===== config.mk =====
export PLATFORM = sky130hd
export DESIGN_NAME = btr_seq
export DESIGN_NICKNAME = d
export VERILOG_FILES = /design/src/rtl/core/btr_pkg.sv /design/src/rtl/core/btr_seq.sv
export SDC_FILE = /design/constraint.sdc
export NUM_CORES = 1
export LEC_CHECK = 0
export BUFFER_PORTS_ARGS = -buffer_cell sky130_fd_sc_hd__buf_2
export CAP_MARGIN = 20
export CORE_AREA = 2 2 115 117
export CTS_CLUSTER_SIZE = 30
export DETAILED_ROUTE_END_ITERATION = 8
export DIE_AREA = 0 0 117 119
export PLACE_DENSITY = 0.65
export SLEW_MARGIN = 5
export SYNTH_ARGS = -nofsm -noshare
export SYNTH_HDL_FRONTEND = slang
export SYNTH_SLANG_ARGS = --single-unit
export TNS_END_PERCENT = 1

===== constraint.sdc =====
create_clock -name clk_i -period 2.62 [get_ports clk_i]
set_clock_uncertainty 0.15 [all_clocks]
set_input_delay 0.524 -clock clk_i [delete_from_list [all_inputs] [get_ports clk_i]]
set_output_delay 0.524 -clock clk_i [all_outputs]
set_load 0.03 [all_outputs]

===== src/rtl/core/btr_pkg.sv =====
`timescale 1ns / 1ps
`default_nettype none
// ----------------------------------------------------------------------------
// btr_pkg: shared types and constants for the bit matrix transpose store
// Widths of the item fields, store geometry, opcodes and the structs that
// pass between the sequencer, the store and the top level.
// ----------------------------------------------------------------------------
package btr_pkg;

  localparam int unsigned DataW      = 64;                  // word width
  localparam int unsigned BitW       = $clog2(DataW);       // bit index in a word
  localparam int unsigned RowW       = 8;                   // row index width
  localparam int unsigned WordW      = 2;                   // word index width
  localparam int unsigned AddrW      = RowW + WordW;        // store address width
  localparam int unsigned StoreDepth = 1 << AddrW;          // 1024 words

  localparam logic [BitW-1:0] BitLast = BitW'(DataW - 1);

  typedef enum logic {
    OP_WRITE = 1'b0,
    OP_READ  = 1'b1
  } opcode_e;

  // store access for one cycle: one write port and one read port
  typedef struct packed {
    logic             we;
    logic [AddrW-1:0] waddr;
    logic [DataW-1:0] wdata;
    logic             re;
    logic [AddrW-1:0] raddr;
  } mem_req_t;

  // finished transposed word offered by the sequencer
  typedef struct packed {
    logic             vld;
    logic [DataW-1:0] word;
  } result_t;

endpackage
`default_nettype wire


===== src/rtl/core/btr_seq.sv =====
`timescale 1ns / 1ps
`default_nettype none
// ----------------------------------------------------------------------------
// btr_seq: access sequencer and column gatherer
// Writes go straight to the store. A read walks the 64 source rows of the
// requested transposed word, one store read per cycle, and shifts the
// selected column bit of each returned word into an accumulator.
// ----------------------------------------------------------------------------
module btr_seq (
  input  wire logic                       clk_i,
  input  wire logic                       rst_ni,
  input  wire logic                       in_valid_i,
  output logic                            in_ready_o,
  input  wire logic                       opcode_i,
  input  wire logic [btr_pkg::RowW-1:0]   row_index_i,
  input  wire logic [btr_pkg::WordW-1:0]  word_index_i,
  input  wire logic [btr_pkg::DataW-1:0]  data_word_i,
  output btr_pkg::mem_req_t               mem_req_o,
  input  wire logic [btr_pkg::DataW-1:0]  rd_data_i,
  output btr_pkg::result_t                res_o,
  input  wire logic                       res_ready_i
);

  typedef enum logic [1:0] {
    S_IDLE,
    S_RUN,
    S_LAST,
    S_DONE
  } state_e;

  state_e                       state_q, state_d;
  logic [btr_pkg::BitW-1:0]     cnt_q, cnt_d;
  logic [btr_pkg::RowW-1:0]     row_q, row_d;
  logic [btr_pkg::WordW-1:0]    word_q, word_d;
  logic                         rd_vld_q, rd_vld_d;
  logic [btr_pkg::DataW-1:0]    acc_q, acc_d;
  logic                         accept;
  logic [btr_pkg::BitW-1:0]     bit_sel;

  assign in_ready_o = (state_q == S_IDLE);
  assign accept     = in_valid_i && in_ready_o;

  // column c sits at bit 63-(c&63)
  assign bit_sel = btr_pkg::BitLast - row_q[btr_pkg::BitW-1:0];

  always_comb begin
    mem_req_o.we    = accept && (opcode_i == btr_pkg::OP_WRITE);
    mem_req_o.waddr = {row_index_i, word_index_i};
    mem_req_o.wdata = data_word_i;
    mem_req_o.re    = (state_q == S_RUN);
    // source row 64*w + k, source word r>>6
    mem_req_o.raddr = {word_q, cnt_q, row_q[btr_pkg::RowW-1:btr_pkg::BitW]};
  end

  always_comb begin
    state_d  = state_q;
    cnt_d    = cnt_q;
    row_d    = row_q;
    word_d   = word_q;
    rd_vld_d = mem_req_o.re;
    acc_d    = acc_q;
    // first source row lands in the MSB after 64 shifts
    if (rd_vld_q) begin
      acc_d = {acc_q[btr_pkg::DataW-2:0], rd_data_i[bit_sel]};
    end
    unique case (state_q)
      S_IDLE: begin
        if (accept && (opcode_i == btr_pkg::OP_READ)) begin
          state_d = S_RUN;
          cnt_d   = '0;
          row_d   = row_index_i;
          word_d  = word_index_i;
        end
      end
      S_RUN: begin
        cnt_d = cnt_q + 1'b1;
        if (cnt_q == btr_pkg::BitLast) begin
          state_d = S_LAST;
        end
      end
      S_LAST: begin
        state_d = S_DONE;
      end
      S_DONE: begin
        if (res_ready_i) begin
          state_d = S_IDLE;
        end
      end
      default: state_d = S_IDLE;
    endcase
  end

  always_ff @(posedge clk_i or negedge rst_ni) begin
    if (!rst_ni) begin
      state_q  <= S_IDLE;
      cnt_q    <= '0;
      row_q    <= '0;
      word_q   <= '0;
      rd_vld_q <= 1'b0;
      acc_q    <= '0;
    end else begin
      state_q  <= state_d;
      cnt_q    <= cnt_d;
      row_q    <= row_d;
      word_q   <= word_d;
      rd_vld_q <= rd_vld_d;
      acc_q    <= acc_d;
    end
  end

  assign res_o.vld  = (state_q == S_DONE);
  assign res_o.word = acc_q;

endmodule
`default_nettype wire


# ---- Yosys cells after proc, flatten, opt, wreduce, memory -nomap -nowiden
# Index checks and enable logic that the tools add are counted.
dict set report word_totals {
  in_bits 143
  output_inout_bits 152
  ff_bits 83
}
dict set report classes {
  magnitude_cmp 1
  eq_ne 7
  addsub 2
  muxes 8
  n_bitwise 1
  reduce_logical 8
}
# cell n
set op_table {}
lappend op_table {{$pmux W6 S2} 1}
lappend op_table {{$pmux W2 S4} 1}
lappend op_table {{$lt A6 B7 Y1 const B} 1}
lappend op_table {{$add A6 B1 Y6 const B} 1}
lappend op_table {{$bmux W1 S6} 1}
lappend op_table {{$eq A6 B6 Y1 const B} 1}
lappend op_table {{$mux W2} 3}
lappend op_table {{$mux W6} 1}
lappend op_table {{$ne A2 B1 Y1 const B} 3}
lappend op_table {{$sub A6 B6 Y6 const A} 1}
lappend op_table {{$eq A2 B2 Y1 const B} 2}
lappend op_table {{$reduce_and A2 Y1} 2}
lappend op_table {{$logic_and A1 B1 Y1} 3}
lappend op_table {{$reduce_and A3 Y1} 1}
lappend op_table {{$eq A2 B1 Y1 const B} 1}
lappend op_table {{$logic_not A2 Y1} 1}
lappend op_table {{$reduce_bool A2 Y1} 1}
lappend op_table {{$mux W1} 1}
lappend op_table {{$not A1 Y1} 1}

# ---- Depth between registers and ports, before layout
dict set report logic_depth {
  depth_word 5
  mapped_depth 8
  ltp_nobuf 7
}

# ---- Worst setup path before layout
# OpenSTA, ideal clock, no wires.
dict set report synth_path {
  kind {reg2out}
  startpoint {reg state_q[0]}
  endpoint {out mem_req_o[85] (netlist name)}
  stages_incl_launch_ff 5
  setup_slack_ns 0.574
  t_required_ns 1.946
  n_path_buf 0
  arrival_ns 1.372
  path_cell_list {dfrtp_1 -> inv_1 -> ha_1 -> nand2_1 -> nor2_1}
}
# element line_no
set synth_lines {}
lappend synth_lines {{from (decl)} btr_seq.sv:31} ;# state_e state_q, state_d;
lappend synth_lines {{from (signal assigned)} btr_seq.sv:102} ;# state_q <= state_d;
lappend synth_lines {{to (decl)} btr_seq.sv:18} ;# output btr_pkg::mem_req_t mem_req_o,

# ---- Worst setup path in the final report
dict set report layout_path {
  startpoint {reg row_q[0] (netlist name)}
  endpoint {reg acc_q[0] (netlist name)}
}
dict set report layout_between {
  elab_chain_cells 3
}
# element line_no
set layout_rtl {}
lappend layout_rtl {{from (decl)} btr_seq.sv:33} ;# logic [btr_pkg::RowW-1:0] row_q, row_d;
lappend layout_rtl {{from (signal assigned)} btr_seq.sv:104} ;# row_q <= row_d;
lappend layout_rtl {{$sub A6 B6 Y6} btr_seq.sv:44} ;# assign bit_sel = btr_pkg::BitLast - row_q[btr_pkg::BitW-1:0];
lappend layout_rtl {{$bmux W1 S6} btr_seq.sv:64} ;# acc_d = {acc_q[btr_pkg::DataW-2:0], rd_data_i[bit_sel]};
lappend layout_rtl {{$mux W1 (not written as such)} btr_seq.sv:64}
lappend layout_rtl {{to (signal assigned)} btr_seq.sv:100} ;# acc_q <= '0;
lappend layout_rtl {{to (signal assigned)} btr_seq.sv:107} ;# acc_q <= acc_d;
lappend layout_rtl {{to (decl)} btr_seq.sv:36} ;# logic [btr_pkg::DataW-1:0] acc_q, acc_d;
# No other way between the ends. The select of a mux whose other input is x is not followed.
# A chain may end at the register's enable or synchronous reset.

==> metrics.md <==
| Metric | Value |
|---|---|
| Delay-heaviest family, CP | multiplexers |
| CTS Buf Count | 9 |
| Final slew viol count | 0 |
| CTS Hold Buffers Added | 0 |
| Syn nets | 491 |
| Critical Path Fanout Max | 16 |
| Die Y | 119 um |
| Delay of the slowest cell on the worst path | about 0.75 ns |
| Die W | about 120 um |
| Area delta synth->final | 16.8% |
| Synth Instances | around 340 |
| Total number of vias | 2824 |
| Clk buf depth | 2 |
| Asr flop ratio synth | 100% |
| Vias per cell | roughly 4.6 |
| Initial antenna violation count | 0 |
| Largest net degree at the start of global routing | 54 |
| Clock tree from TritonCTS | done |
| Flops & latches, synth | 83 |
| Power Total | between 2 and 3 mW |
| WP buf/inv | 0 |
| Final hold violation count | 0 |
| RSZ-0062 raised after global routing | no |
| Vias in the first global route | 2890 |
| Post-Synth Simple-Gate Area | under 10% |
| All-Layer GR Usage | about an eighth |
| H-tree depth | 3 |
| Register area | a little over 2000 um2 |
| Top_reg_cell synth | dfrtp_1 |
| Pleak | approximately 2.5 nW |
| Required time worst endpoint | between 2 and 3 ns |
| Final setup fails | 0 |
| Largest family of logic cells by synthesized area | multiplexers |
| Peak Freq | roughly 0.46 GHz |
| Worst skew pair latency | between 0.3 and 0.4 ns |
| HP Class | in -> async |
| GRT overflow | 0 |
| Area of the multi-input gates | about 1600 um2 |
| Worst IR Drop VDD | 0.428 mV |
| Crit start category | flip-flop |
| Synth Area in XOR/XNOR | 0.397% |
| Wire length per cell | 14.1 um |
| Unique masters post-synth | 30 |
| I/O pin total | just under 300 |
| 1st-iter DRT viols | 90 |
| Starting Density | approximately a third |
| Die area | 13900 um2 |
| Power Density | around 570 nW/um2 |
| DRT Wirelength | ~8700 um |
| Avg Cell Area, Syn | about 13 um2 |
| Slowest CP cell | dfrtp_1 |
| First-pass DRT Iterations | 4 |
| Max_slew headroom | a little under three fifths |
| Final setup TNS | 0 ns |
| FP Rows | 42 |
| Remaining antenna violation count | 0 |
| Synth Area in Compound Gates | 2.95% |
| Ant diodes | 0 |
| Cts repair resizes | 0 |
| DRC viols | 0 |
| Post-DP HPWL | 6790 um |
| Final nets | slightly below 600 |
| Crit path cell chain | mux4_1 -> mux2i_1 -> mux4_2 -> a31oi_1 |
| Placer Congestion | ~0.77 |
| # clock sinks | slightly above 80 |
| Layout cells sized above 1 | 60.6% |
| Status | completed |
| Yosys warnings | 0 |
| Post-synthesis sequential area ratio | a little under half |
| Part of the cycle the worst path needs | between 80% and 90% |
| Tmin final | 2.16 ns |
| Post CTS Setup Buffer Count | 0 |
| First-pass GRT wire length | approximately 14000 um |
| Fillers | about 1200 |
| Maxcap violations | 0 |
| PortBufs | 166 |
| CTS clk-pin slew, worst paths | 0.06 ns |
| Worst setup EP type | flip-flop |
| Critical path type | reg -> reg |
| Number of synthesized flops with an enable pin | 0 |
| Mux share of post-synthesis cell area | about 29% |
| Post-Syn Area | 4410 um2 |
| Adder-cell area share of the yosys netlist | approximately 1.4% |
| Slew @ Worst Pin | 0.663 ns |
| Core ar. | between 10000 and 15000 um2 |
| Worst Path Arrival | roughly 2.2 ns |
| Root buf cell | clkbuf_16 |
power by group:
group          switching (mW)  total, mW  internal, mW
Sequential             0.0271       1.35          1.32
Combinational           0.173      0.291         0.118
Clock                   0.514       1.29         0.772
layer usage:
layer	GRT usage, %	up-vias	part of all wire, %
met5	0	-	0
met3	4.68	43	7.5
met1	13.9	1344	40
met4	6.69	0	3.9
met2	21.1	119	48
li1	-	1318	-
kinds of logic (layout without fill, tap and decap cells):
family | count (synthesis) | count (layout)
and+or+nand+nor | 36 | 36
xor gates and xnor gates | 2 | 2
AOI/OAI and AO/OA | 18 | 18
buffers and inverters | 95 | 191
DFF | 83 | 83
muxes | 104 | 104
adders and majority gates | 5 | 5
path summary, 6_finish.rpt:
check                                       from                    end  slack (ns)  cells after the start
max                         row_q[0]$_DFFE_PN0P_   acc_q[0]$_DFFE_PN0P_        0.46                      4
min                                       rst_ni  acc_q[10]$_DFFE_PN0P_        0.08                      1
max reg2reg                 row_q[0]$_DFFE_PN0P_   acc_q[0]$_DFFE_PN0P_        0.46                      4
min reg2reg                word_q[0]$_DFFE_PN0P_  word_q[0]$_DFFE_PN0P_        0.35                      1
max in group asynchronous                 rst_ni     rd_vld_q$_DFF_PN0_        1.63                      2
min in group clk_i               word_index_i[0]  word_q[0]$_DFFE_PN0P_        0.28                      2
state kept, by name, summed over array words and instances (netlist names):
register,count
rd_vld_q,1
acc_q,64
state_q,2
word_q,2
cnt_q,6
row_q,8
cell usage after synthesis (2+ instances only):
cell,instances,area (um2)
a21oi_1,3,15.0
a22o_1,2,17.5
a22oi_1,4,30.0
a311oi_1,2,17.5
a31oi_1,2,12.5
buf_4,79,593
buf_6,3,33.8
clkbuf_1,7,26.3
dfrtp_1,83,2080
ha_1,5,62.6
inv_1,4,15.0
mux2_2,74,833
mux2i_1,21,210
mux4_1,5,131
mux4_2,4,90.1
nand2_1,12,45.0
nand2b_1,3,18.8
nand3_1,10,50.1
nor2_1,7,26.3
nor2b_1,2,12.5
o21ai_0,2,10.0
through the flow:
stage	util [%]	hold slack [ns]	setup slack, ns	cell area [um2]	std cells
2_1_floorplan	-	0.0784	0.574	4410	343
3_3_place_gp	37.6	0.334	0.535	4840	599
3_5_place_dp	37.6	0.339	0.459	4840	599
4_1_cts	40.0	0.0905	0.445	5150	615
5_1_grt	40.0	0.127	0.346	5150	615
6_report	40.0	0.0779	0.459	5150	615
layout by cell type (no fill, tap or decap), types with 2 or more instances in the layout:
master,count
a22oi_1,4
a31oi_1,2
a311oi_1,2
nand2b_1,3
clkbuf_16,9
a21oi_1,3
mux4_1,5
mux4_2,4
a22o_1,2
nand2_1,12
inv_1,4
buf_4,5
o21ai_0,2
mux2i_1,21
buf_2,165
nor2_1,7
dfrtp_1,82
nand3_1,10
ha_1,5
nor2b_1,2
clkinvlp_4,3
mux2_2,74
cell type report:
type                    count  share of cell area, %
multi-input cells         165                   31.8
repair buffers            171                   17.2
well taps                 176                   4.28
clock buffers              10                   4.64
inverters                   4                  0.292
clock inverters             6                   1.41
flip-flops and latches     83                   40.4
Note: power is estimated with default switching activity, not from simulation.
